File: src/hdl/fbpa_pkg.sv
// Package for the fixed block pool allocator.
// Field widths, status and opcode codes, FSM states and the ctrl/datapath structs.
// No dependencies.
package fbpa_pkg;

   localparam int ADDR_W      = 48;
   localparam int SIZE_W      = 32;
   localparam int ALIGN_W     = 16;
   localparam int BSIZE_W     = 17;
   localparam int EFF_W       = 18;
   localparam int BYTES_W     = 25;
   localparam int BIU_W       = 9;
   localparam int REQ_DATA_W  = 96;
   localparam int RSP_DATA_W  = 208;
   localparam int RSP_PAD_W   = 5;
   localparam int STATUS_W    = 3;
   localparam int CSR_IDX_W   = 1;

   localparam logic [BSIZE_W-1:0] BSIZE_RESET = 17'd64;
   localparam logic [ADDR_W-1:0]  BASE_RESET  = 48'h0000_0001_0000;

   localparam logic OP_ALLOC = 1'b0;
   localparam logic OP_FREE  = 1'b1;

   localparam logic [CSR_IDX_W-1:0] CSR_BLOCK_SIZE = 1'b0;
   localparam logic [CSR_IDX_W-1:0] CSR_BASE_ADDR  = 1'b1;

   typedef enum logic [STATUS_W-1:0] {
      ST_ALLOCATED    = 3'd0,
      ST_FREED        = 3'd1,
      ST_TOO_LARGE    = 3'd2,
      ST_EMPTY        = 3'd3,
      ST_OVER_ALIGNED = 3'd4,
      ST_NULL_IGNORED = 3'd5,
      ST_NOT_OWNED    = 3'd6
   } fbpa_status_type;

   typedef enum logic [2:0] {
      S_INIT,
      S_IDLE,
      S_PREP,
      S_CHECK,
      S_DIV,
      S_PUSH,
      S_STATS,
      S_OUT
   } fbpa_state_type;

   typedef struct packed {
      logic init_wr;
      logic capture;
      logic prep;
      logic check;
      logic div_step;
      logic push;
      logic stats;
      logic out_load;
   } fbpa_cmd_type;

   typedef struct packed {
      logic init_last;
      logic free_go;
      logic div_last;
      logic out_free;
   } fbpa_stat_type;

endpackage

File: src/hdl/fixed_block_pool_allocator_unit.sv
// Top level of the fixed block pool allocator: LIFO free list over NUM_BLOCKS blocks.
// Depends on fbpa_pkg, fbpa_ctrl, fbpa_dp (which holds fbpa_ram).
//
//  channel | direction | handshake              | payload
//  req     | in        | req_tvalid/req_tready  | tuser op, tdata size/align/address
//  rsp     | out       | rsp_tvalid/rsp_tready  | tuser status, tdata address/stats
//  csr     | in        | csr_we                 | csr_index, csr_wdata
//
// Allocate and refused requests pass PREP, CHECK, STATS and OUT from accept to result; a
// free that reaches the one-bit-a-cycle divider also passes DIV and PUSH before STATS.
// After reset the link table init pass writes every entry with req_tready low.
// One request is in work at a time; a finished result waits in the output register
// while the next request is accepted, and rsp_tready low stalls only the handoff.
module fixed_block_pool_allocator_unit #(
   parameter int NUM_BLOCKS = 256,
   parameter int MAX_ALIGN  = 16
) (
   input  logic                              clock,
   input  logic                              reset,
   input  logic                              req_tvalid,
   output logic                              req_tready,
   input  logic                              req_tuser,   // op
   input  logic [fbpa_pkg::REQ_DATA_W-1:0]   req_tdata,   // request_size, request_alignment,
                                                          // free_address
   output logic                              rsp_tvalid,
   input  logic                              rsp_tready,
   output logic [fbpa_pkg::STATUS_W-1:0]     rsp_tuser,   // status
   output logic [fbpa_pkg::RSP_DATA_W-1:0]   rsp_tdata,   // block_address, allocated_bytes,
                                                          // peak_bytes, blocks_in_use,
                                                          // total_allocs, total_frees, pad
   input  logic                              csr_we,
   input  logic [fbpa_pkg::CSR_IDX_W-1:0]    csr_index,
   input  logic [fbpa_pkg::ADDR_W-1:0]       csr_wdata
);
   import fbpa_pkg::*;

   fbpa_cmd_type  cmd;
   fbpa_stat_type stat;

   fbpa_ctrl u_ctrl (
      .clock      (clock),
      .reset      (reset),
      .req_tvalid (req_tvalid),
      .req_tready (req_tready),
      .stat       (stat),
      .cmd        (cmd)
   );

   fbpa_dp #(
      .NUM_BLOCKS (NUM_BLOCKS),
      .MAX_ALIGN  (MAX_ALIGN)
   ) u_dp (
      .clock      (clock),
      .reset      (reset),
      .csr_we     (csr_we),
      .csr_index  (csr_index),
      .csr_wdata  (csr_wdata),
      .req_tuser  (req_tuser),
      .req_tdata  (req_tdata),
      .cmd        (cmd),
      .stat       (stat),
      .rsp_tvalid (rsp_tvalid),
      .rsp_tready (rsp_tready),
      .rsp_tuser  (rsp_tuser),
      .rsp_tdata  (rsp_tdata)
   );

   a_busy_after_accept: assert property (@(posedge clock) disable iff (reset)
      req_tvalid && req_tready |=> !req_tready)
      else $error("request accepted while previous request still in work");

   a_init_after_reset: assert property (@(posedge clock) disable iff (reset)
      $past(reset) |-> !req_tready)
      else $error("request accepted before link table init");

   a_zero_addr_unless_alloc: assert property (@(posedge clock) disable iff (reset)
      rsp_tvalid && (rsp_tuser != ST_ALLOCATED) |-> (rsp_tdata[ADDR_W-1:0] == '0))
      else $error("nonzero block address on a result that is not an allocation");

   a_single_load: assert property (@(posedge clock) disable iff (reset)
      cmd.out_load |-> stat.out_free)
      else $error("result register overwritten before handoff");

endmodule

File: src/hdl/fbpa_ram.sv
// Generic single-write, single-read RAM with registered read data.
// No dependencies.
module fbpa_ram #(
   parameter int WIDTH = 8,
   parameter int DEPTH = 256
) (
   input  logic                                       clock,
   input  logic                                       we,
   input  logic [((DEPTH > 1) ? $clog2(DEPTH) : 1)-1:0] waddr,
   input  logic [WIDTH-1:0]                           wdata,
   input  logic [((DEPTH > 1) ? $clog2(DEPTH) : 1)-1:0] raddr,
   output logic [WIDTH-1:0]                           rdata
);

   logic [WIDTH-1:0] mem_ff [DEPTH];
   logic [WIDTH-1:0] rdata_ff;

   always_ff @(posedge clock) begin
      if (we) begin
         mem_ff[waddr] <= wdata;
      end
      rdata_ff <= mem_ff[raddr];
   end

   assign rdata = rdata_ff;

endmodule

File: src/hdl/fbpa_ctrl.sv
// Sequencer for the block pool allocator: link table init, request flow, result handoff.
// Depends on fbpa_pkg.
module fbpa_ctrl (
   input  logic                   clock,
   input  logic                   reset,
   input  logic                   req_tvalid,
   output logic                   req_tready,
   input  fbpa_pkg::fbpa_stat_type stat,
   output fbpa_pkg::fbpa_cmd_type  cmd
);
   import fbpa_pkg::*;

   fbpa_state_type state_ff;
   fbpa_state_type state_in;

   always_ff @(posedge clock) begin
      if (reset) begin
         state_ff <= S_INIT;
      end else begin
         state_ff <= state_in;
      end
   end

   always_comb begin
      state_in   = state_ff;
      cmd        = '0;
      req_tready = 1'b0;
      unique case (state_ff)
         S_INIT: begin
            cmd.init_wr = 1'b1;
            if (stat.init_last) begin
               state_in = S_IDLE;
            end
         end
         S_IDLE: begin
            req_tready = 1'b1;
            if (req_tvalid) begin
               cmd.capture = 1'b1;
               state_in    = S_PREP;
            end
         end
         S_PREP: begin
            cmd.prep = 1'b1;
            state_in = S_CHECK;
         end
         S_CHECK: begin
            cmd.check = 1'b1;
            state_in  = stat.free_go ? S_DIV : S_STATS;
         end
         S_DIV: begin
            cmd.div_step = 1'b1;
            if (stat.div_last) begin
               state_in = S_PUSH;
            end
         end
         S_PUSH: begin
            cmd.push = 1'b1;
            state_in = S_STATS;
         end
         S_STATS: begin
            cmd.stats = 1'b1;
            state_in  = S_OUT;
         end
         S_OUT: begin
            if (stat.out_free) begin
               cmd.out_load = 1'b1;
               state_in     = S_IDLE;
            end
         end
         default: begin
            state_in = S_INIT;
         end
      endcase
   end

endmodule

File: src/hdl/fbpa_dp.sv
// Datapath for the block pool allocator: config registers, free list, divider, statistics.
// Depends on fbpa_pkg and fbpa_ram.
module fbpa_dp #(
   parameter int NUM_BLOCKS = 256,
   parameter int MAX_ALIGN  = 16
) (
   input  logic                                   clock,
   input  logic                                   reset,
   input  logic                                   csr_we,
   input  logic [fbpa_pkg::CSR_IDX_W-1:0]         csr_index,
   input  logic [fbpa_pkg::ADDR_W-1:0]            csr_wdata,
   input  logic                                   req_tuser,
   input  logic [fbpa_pkg::REQ_DATA_W-1:0]        req_tdata,
   input  fbpa_pkg::fbpa_cmd_type                 cmd,
   output fbpa_pkg::fbpa_stat_type                stat,
   output logic                                   rsp_tvalid,
   input  logic                                   rsp_tready,
   output logic [fbpa_pkg::STATUS_W-1:0]          rsp_tuser,
   output logic [fbpa_pkg::RSP_DATA_W-1:0]        rsp_tdata
);
   import fbpa_pkg::*;

   localparam int IDX_W  = (NUM_BLOCKS > 1) ? $clog2(NUM_BLOCKS) : 1;
   localparam int CNT_W  = $clog2(NUM_BLOCKS + 1);
   localparam int SPAN_W = EFF_W + CNT_W;
   localparam int STEP_W = (IDX_W > 1) ? $clog2(IDX_W) : 1;
   localparam logic [EFF_W-1:0] ALIGN_MASK = EFF_W'(MAX_ALIGN - 1);

   // configuration
   logic [BSIZE_W-1:0] bsize_ff;
   logic [ADDR_W-1:0]  base_ff;

   always_ff @(posedge clock) begin
      if (reset) begin
         bsize_ff <= BSIZE_RESET;
         base_ff  <= BASE_RESET;
      end else if (csr_we) begin
         unique case (csr_index)
            CSR_BLOCK_SIZE: bsize_ff <= csr_wdata[BSIZE_W-1:0];
            CSR_BASE_ADDR:  base_ff  <= csr_wdata;
            default:        bsize_ff <= bsize_ff;
         endcase
      end
   end

   // effective block size
   logic [EFF_W-1:0] eff_raw;
   logic [EFF_W-1:0] eff_in;

   always_comb begin
      eff_raw = {1'b0, bsize_ff};
      if (eff_raw < EFF_W'(MAX_ALIGN)) begin
         eff_raw = EFF_W'(MAX_ALIGN);
      end
      eff_in = (eff_raw + ALIGN_MASK) & ~ALIGN_MASK;
   end

   // request capture
   logic                op_ff;
   logic [SIZE_W-1:0]   size_ff;
   logic [ALIGN_W-1:0]  align_ff;
   logic [ADDR_W-1:0]   faddr_ff;
   logic [EFF_W-1:0]    eff_ff;

   always_ff @(posedge clock) begin
      if (cmd.capture) begin
         op_ff    <= req_tuser;
         size_ff  <= req_tdata[SIZE_W-1:0];
         align_ff <= req_tdata[SIZE_W+ALIGN_W-1:SIZE_W];
         faddr_ff <= req_tdata[REQ_DATA_W-1:SIZE_W+ALIGN_W];
         eff_ff   <= eff_in;
      end
   end

   // prep: pool span, block offset, free address offset
   logic [SPAN_W-1:0] span_ff;
   logic [SPAN_W-1:0] idxoff_ff;
   logic [ADDR_W:0]   off_ff;
   logic [IDX_W-1:0]  head_ff;

   always_ff @(posedge clock) begin
      if (cmd.prep) begin
         span_ff   <= SPAN_W'(eff_ff) * SPAN_W'(NUM_BLOCKS);
         idxoff_ff <= SPAN_W'(head_ff) * SPAN_W'(eff_ff);
         off_ff    <= {1'b0, faddr_ff} - {1'b0, base_ff};
      end
   end

   // free list link table
   logic [IDX_W-1:0]  init_cnt_ff;
   logic              ram_we;
   logic [IDX_W-1:0]  ram_waddr;
   logic [IDX_W-1:0]  ram_wdata;
   logic [IDX_W-1:0]  ram_rdata;
   logic [IDX_W-1:0]  q_ff;
   logic [SPAN_W-1:0] rem_ff;

   always_ff @(posedge clock) begin
      if (reset) begin
         init_cnt_ff <= '0;
      end else if (cmd.init_wr) begin
         init_cnt_ff <= init_cnt_ff + 1'b1;
      end
   end

   always_comb begin
      ram_we    = 1'b0;
      ram_waddr = q_ff;
      ram_wdata = head_ff;
      if (cmd.init_wr) begin
         ram_we    = 1'b1;
         ram_waddr = init_cnt_ff;
         ram_wdata = (init_cnt_ff == '0) ? '0 : init_cnt_ff - 1'b1;
      end else if (cmd.push && (rem_ff == '0)) begin
         ram_we = 1'b1;
      end
   end

   fbpa_ram #(
      .WIDTH (IDX_W),
      .DEPTH (NUM_BLOCKS)
   ) u_link_ram (
      .clock (clock),
      .we    (ram_we),
      .waddr (ram_waddr),
      .wdata (ram_wdata),
      .raddr (head_ff),
      .rdata (ram_rdata)
   );

   // check decisions
   logic            under_base;
   logic            in_range;
   logic            alloc_go;
   logic            free_go;
   fbpa_status_type code;
   logic [CNT_W-1:0] free_cnt_ff;
   logic [CNT_W-1:0] peak_ff;
   logic [ADDR_W-1:0] alloc_total_ff;
   logic [CNT_W-1:0] in_use_next;

   always_comb begin
      under_base = off_ff[ADDR_W];
      in_range   = !under_base && (off_ff[ADDR_W-1:0] < ADDR_W'(span_ff));
      alloc_go   = 1'b0;
      free_go    = 1'b0;
      if (op_ff == OP_ALLOC) begin
         if (size_ff > SIZE_W'(eff_ff)) begin
            code = ST_TOO_LARGE;
         end else if (free_cnt_ff == '0) begin
            code = ST_EMPTY;
         end else if (align_ff > ALIGN_W'(MAX_ALIGN)) begin
            code = ST_OVER_ALIGNED;
         end else begin
            code     = ST_ALLOCATED;
            alloc_go = 1'b1;
         end
      end else begin
         if (faddr_ff == '0) begin
            code = ST_NULL_IGNORED;
         end else if (!in_range) begin
            code = ST_NOT_OWNED;
         end else begin
            code    = ST_FREED;
            free_go = 1'b1;
         end
      end
      in_use_next = CNT_W'(NUM_BLOCKS) - (free_cnt_ff - 1'b1);
   end

   // restoring divider state
   logic [STEP_W-1:0] step_ff;
   logic [SPAN_W-1:0] div_d;
   logic              div_ge;

   always_comb begin
      div_d  = SPAN_W'(eff_ff) << step_ff;
      div_ge = rem_ff >= div_d;
   end

   // free list state, status and block address
   fbpa_status_type   status_ff;
   logic [ADDR_W-1:0] addr_ff;

   always_ff @(posedge clock) begin
      if (reset) begin
         head_ff        <= IDX_W'(NUM_BLOCKS - 1);
         free_cnt_ff    <= CNT_W'(NUM_BLOCKS);
         peak_ff        <= '0;
         alloc_total_ff <= '0;
      end else if (cmd.check && alloc_go) begin
         head_ff        <= ram_rdata;
         free_cnt_ff    <= free_cnt_ff - 1'b1;
         alloc_total_ff <= alloc_total_ff + 1'b1;
         if (in_use_next > peak_ff) begin
            peak_ff <= in_use_next;
         end
      end else if (cmd.push && (rem_ff == '0)) begin
         head_ff <= q_ff;
         if (free_cnt_ff < CNT_W'(NUM_BLOCKS)) begin
            free_cnt_ff <= free_cnt_ff + 1'b1;
         end
      end
   end

   always_ff @(posedge clock) begin
      if (cmd.check) begin
         status_ff <= code;
         addr_ff   <= alloc_go ? base_ff + ADDR_W'(idxoff_ff) : '0;
         rem_ff    <= off_ff[SPAN_W-1:0];
         q_ff      <= '0;
         step_ff   <= STEP_W'(IDX_W - 1);
      end else if (cmd.div_step) begin
         if (div_ge) begin
            rem_ff <= rem_ff - div_d;
         end
         q_ff    <= (q_ff << 1) | IDX_W'(div_ge);
         step_ff <= step_ff - 1'b1;
      end else if (cmd.push && (rem_ff != '0)) begin
         status_ff <= ST_NOT_OWNED;
      end
   end

   // statistics snapshot
   logic [CNT_W-1:0]   in_use_cur;
   logic [SPAN_W-1:0]  prod_alloc;
   logic [SPAN_W-1:0]  prod_peak;
   logic [BYTES_W-1:0] abytes_ff;
   logic [BYTES_W-1:0] pbytes_ff;
   logic [BIU_W-1:0]   biu_ff;
   logic [ADDR_W-1:0]  tfree_ff;

   always_comb begin
      in_use_cur = CNT_W'(NUM_BLOCKS) - free_cnt_ff;
      prod_alloc = SPAN_W'(in_use_cur) * SPAN_W'(eff_ff);
      prod_peak  = SPAN_W'(peak_ff) * SPAN_W'(eff_ff);
   end

   always_ff @(posedge clock) begin
      if (cmd.stats) begin
         abytes_ff <= BYTES_W'(prod_alloc);
         pbytes_ff <= BYTES_W'(prod_peak);
         biu_ff    <= BIU_W'(in_use_cur);
         tfree_ff  <= alloc_total_ff - ADDR_W'(in_use_cur);
      end
   end

   // result register
   logic                  rsp_valid_ff;
   logic [STATUS_W-1:0]   rsp_status_ff;
   logic [RSP_DATA_W-1:0] rsp_data_ff;

   always_ff @(posedge clock) begin
      if (reset) begin
         rsp_valid_ff <= 1'b0;
      end else if (cmd.out_load) begin
         rsp_valid_ff <= 1'b1;
      end else if (rsp_tready) begin
         rsp_valid_ff <= 1'b0;
      end
   end

   always_ff @(posedge clock) begin
      if (cmd.out_load) begin
         rsp_status_ff <= status_ff;
         rsp_data_ff   <= {{RSP_PAD_W{1'b0}}, tfree_ff, alloc_total_ff, biu_ff,
                           pbytes_ff, abytes_ff, addr_ff};
      end
   end

   assign rsp_tvalid = rsp_valid_ff;
   assign rsp_tuser  = rsp_status_ff;
   assign rsp_tdata  = rsp_data_ff;

   always_comb begin
      stat.init_last = (init_cnt_ff == IDX_W'(NUM_BLOCKS - 1));
      stat.free_go   = free_go;
      stat.div_last  = (step_ff == '0);
      stat.out_free  = !rsp_valid_ff || rsp_tready;
   end

endmodule
File: config.mk
export PLATFORM = sky130hd
export DESIGN_NAME = fixed_block_pool_allocator_unit
export DESIGN_NICKNAME = d
export VERILOG_FILES = /design/src/hdl/fbpa_pkg.sv /design/src/hdl/fixed_block_pool_allocator_unit.sv /design/src/hdl/fbpa_ram.sv /design/src/hdl/fbpa_ctrl.sv /design/src/hdl/fbpa_dp.sv
export SDC_FILE = /design/constraint.sdc
export NUM_CORES = 2
export LEC_CHECK = 0
export BUFFER_PORTS_ARGS = -buffer_cell sky130_fd_sc_hd__buf_4
export CAP_MARGIN = 20
export CORE_MARGIN = 4
export CORE_UTILIZATION = 69
export CTS_BUF_LIST = sky130_fd_sc_hd__clkbuf_8
export DETAILED_ROUTE_END_ITERATION = 7
export PLACE_DENSITY = 0.87
export SLEW_MARGIN = 20
export SYNTH_ARGS = -nofsm -noshare
export SYNTH_HDL_FRONTEND = slang
export SYNTH_SLANG_ARGS = --single-unit
File: constraint.sdc
create_clock -name clock -period 30 [get_ports clock]
set_input_delay 4.5 -clock clock [delete_from_list [all_inputs] [get_ports clock]]
set_output_delay 4.5 -clock clock [all_outputs]
set_load 0.01 [all_outputs]
==> impl_metrics.py <==
metrics = {
    "outcome": {
        "status": "finished, violations left",
        "violations": "design-rule violations",
    },
    "cts": {
        "clockBufferDepth": 4,
        "cts_buffers": 431,
        "post_cts_buffers": 0,
        "ctsHoldBuffers": 0,
        "numClockSinks": 2789,
        "cts-resized-gates": 0,
        "htreeDepth": 5,
        "cts-root-buf": "clkbuf_8",
        "path_clk_slew_ns": 0.06,
        "cts_tree": "yes",
        "clk_latency_ns": 1.17,
    },
    "final_layout": {
        "postLayoutCoreUtil_pct": 76.8,
        "area_growth_pct": 10.3,
        "fin_area_mm2": 0.136,
        "fill_cells": 9072,
        "drive_above_1_share_pct": 21.0,
        "stdcell_count": 10600,
        "final_nets": 8539,
    },
    "synth": {
        "yosys.area_share.simple_pct": 6.15,
        "syn-cell-area_mm2": 0.123,
        "ys_seq_elements": 2789,
        "yosys_warnings": 0,
        "ys_types": 70,
        "ys.flop_type": "edfxtp_1",
        "avgSynthCellArea_um2": 16.7,
        "yosys.area_share.xor_xnor_pct": 1.66,
        "synth-edff-count": 2619,
        "synthMuxAreaShare_pct": 12.8,
        "netlist_instances": 7387,
        "synth-compound-area-share_pct": 3.38,
        "yosysSeqAreaShare_pct": 66.7,
        "synthAdderAreaFrac_pct": 6.64,
        "synth_top_family_by_area": "multiplexers",
        "async_flop_share_pct": 0,
    },
    "timing": {
        "slew_headroom_pct": 20.8,
        "period_needed_ns": 7.39,
        "grt_setup_unrepaired": "false",
        "worstMarginPinSlew_ns": 1.18,
        "fin_crit_sh_pct": 24.6,
        "final-max-slew-violation-count": 0,
        "hold_violations": 0,
        "setup_viol": 0,
        "timing.fmax_mhz": 135,
        "skew_ns": 0.124,
        "tns_ns": 0,
        "finalWorstSetupSlack_ns": 22.61,
    },
    "route": {
        "viasPerCell": 6.77,
        "drt_wl_total_um": 320000,
        "vias": 71500,
        "dr.pass1.iters": 8,
        "wire_per_inst_um": 30.3,
        "first_iter_violations": 9935,
        "ant_nets": 0,
        "drc": 1,
    },
    "global_route": {
        "grtUsageTotal_pct": 34.9,
        "grt_max_degree": 199,
        "antenna_found_initial": 9,
        "overflow": 0,
        "grt_pass1_wl_um": 473000,
        "grt_pass1_vias": 72700,
    },
    "placement": {
        "dpl.cell_count": 9788,
        "dp_slack_ns": 22.80,
        "dpl.hpwl_um": 205000,
        "port-buffer-count": 350,
        "place_congestion": 0.911,
        "placed_area_mm2": 0.128,
    },
    "floorplan": {
        "rows": 154,
        "die_area_mm2": 0.185,
        "core-area_mm2": 0.177,
        "die_h_um": 430,
        "ios": 364,
        "die_x_um": 430,
        "start_util_pct": 69.6,
    },
    "setup_path": {
        "rrSetupSlack_ns": 22.61,
        "slowest_stage": "dfxtp_1",
        "critPathMaxStageDelay_ns": 0.93,
        "reg2reg_depth": 19,
        "cpMostUsedCell": "fa_1",
        "critPathLaunchType": "flop",
        "critical_path_arrival_ns": 8.31,
        "path_max_fanout": 26,
        "crit_chain": "nand2b_1 > nor2_1 > nand2_1 > xor2_1 > clkinv_1 > nor2_1 > fa_1 > fa_1 > fa_1 > inv_1 > fa_1 > inv_1 > ha_1 > a21o_1 > a31o_2 > a2111oi_0 > nor3_1 > or3_1 > nand3_1",
        "r2r_start": "u_dp.free_cnt_ff[0]",
        "path_class": "reg2reg",
        "r2r_end": "u_dp.abytes_ff[24]",
        "critPathCaptureType": "flop",
        "crit_required_ns": 30.91,
    },
    "run": {
        "drv_cap": 0,
    },
    "worst_hold_path": {
        "min_path_cells": 0,
        "hold_start": "u_dp.abytes_ff[8]",
        "whs_endpoint": "u_dp.rsp_tdata[56]",
        "hold_class": "reg2reg",
    },
    "power": {
        "vdd.ir_drop.worst_uv": 57.4,
        "p_per_area_mw_per_mm2": 55.6,
        "leakage_nw": 48.3,
    },
}
[cells by family after synthesis]
group,after synthesis
other,1
buffers and inverters,828
DFF,2789
and+or+nand+nor,1658
xor gates and xnor gates,233
AOI/OAI and AO/OA,649
adders and majority gates,507
muxes,722
[power breakdown]
group          total, W  internal (W)  switching (W)  leakage [nW]
registers       0.00437       0.00436      0.0000103          25.1
logic          0.000287     0.0000614       0.000225          18.7
clock network   0.00289       0.00144        0.00145          4.48
[layout by cell type (no fill, tap or decap), drive strengths merged, types with 158 or more instances in the layout]
cell,n
a21oi,235
ha,264
nor2,556
clkbuf,453
mux4,685
dfxtp,170
buf,433
fa,243
edfxtp,2619
clkinv,158
nand2,543
inv,581
[Yosys cell counts, types with 34 or more instances]
library cell	number	share of area [%]
nand4_1	43	0.22
o21ai_0	85	0.35
clkbuf_1	278	0.85
xnor2_1	155	1.1
dfxtp_1	170	2.8
nand3_1	78	0.32
edfxtp_1	2619	64
o31ai_1	57	0.35
nor4_1	68	0.35
nand2_1	543	1.7
buf_1	34	0.10
nor3_1	65	0.26
inv_1	431	1.3
nor2_1	556	1.7
ha_1	264	2.7
and2_1	97	0.49
mux4_2	685	13
xor2_1	78	0.56
buf_2	56	0.23
a21oi_1	235	0.96
fa_1	243	4.0
a21o_1	68	0.41
or4_1	39	0.24
[critical path: cells and delay by family (launching register included)]
kind	cells	cell delay, ns
xor+xnor	1	0.65
buf+inv	3	0.61
fa+ha+maj	5	2.43
simple gates	7	1.43
compound gates	3	1.14
flops	1	0.93
[through the flow]
stage               power, W  hold slack (ns)
floorplan            0.00467            0.400
global placement     0.00470            0.402
detailed placement   0.00473            0.405
CTS                  0.00756            0.390
global route         0.00778            0.403
finish               0.00755            0.376
[worst max-delay path by stage]
stage / startpoint / to / depth (start not counted)
floorplan: u_dp.init_cnt_ff[0] / u_dp.u_link_ram.mem_ff[0][4] / 6
global placement: u_dp.free_cnt_ff[0] / u_dp.abytes_ff[24] / 21
detailed placement: u_dp.free_cnt_ff[0] / u_dp.abytes_ff[24] / 19
CTS: u_ctrl.state_ff[0] / req_tready / 2
global route: u_dp.free_cnt_ff[0] / u_dp.abytes_ff[24] / 19
finish: u_dp.free_cnt_ff[0] / u_dp.abytes_ff[24] / 19
[registers in the layout (all words and copies together) (netlist names), 22 cells and up]
| register | cells |
|---|---|
| u_dp.u_link_ram.mem_ff | 2048 |
| u_dp.off_ff | 49 |
| u_dp.addr_ff | 48 |
| u_dp.base_ff | 48 |
| u_dp.rsp_tdata | 195 |
| u_dp.faddr_ff | 48 |
| u_dp.size_ff | 32 |
| u_dp.idxoff_ff | 22 |
| u_dp.rem_ff | 27 |
| u_dp.tfree_ff | 48 |
| u_dp.alloc_total_ff | 48 |
[per-layer routing]
layer	vias to the layer above	GRT usage [%]	part of all wire, %	routed length (um)
met5	-	0	0.014	45
met3	1143	7.79	11	33800
met4	6	18.9	6.5	20700
met1	35700	44.0	33	106000
met2	5356	57.3	50	160000
li1	29200	-	-	-
[cell type report]
cell class / count / area, um2 / area share [%]
antenna: 7 / 17.5 / 0.0129
clock buffer: 453 / 6230 / 4.59
clock inverter: 309 / 1440 / 1.06
inverter: 444 / 1670 / 1.23
multi-input combinational: 3782 / 38000 / 28.0
sequential: 2789 / 82100 / 60.5
tap: 2340 / 2930 / 2.16
timing repair buffer: 433 / 3310 / 2.44
(Power assumes the default switching activity.)
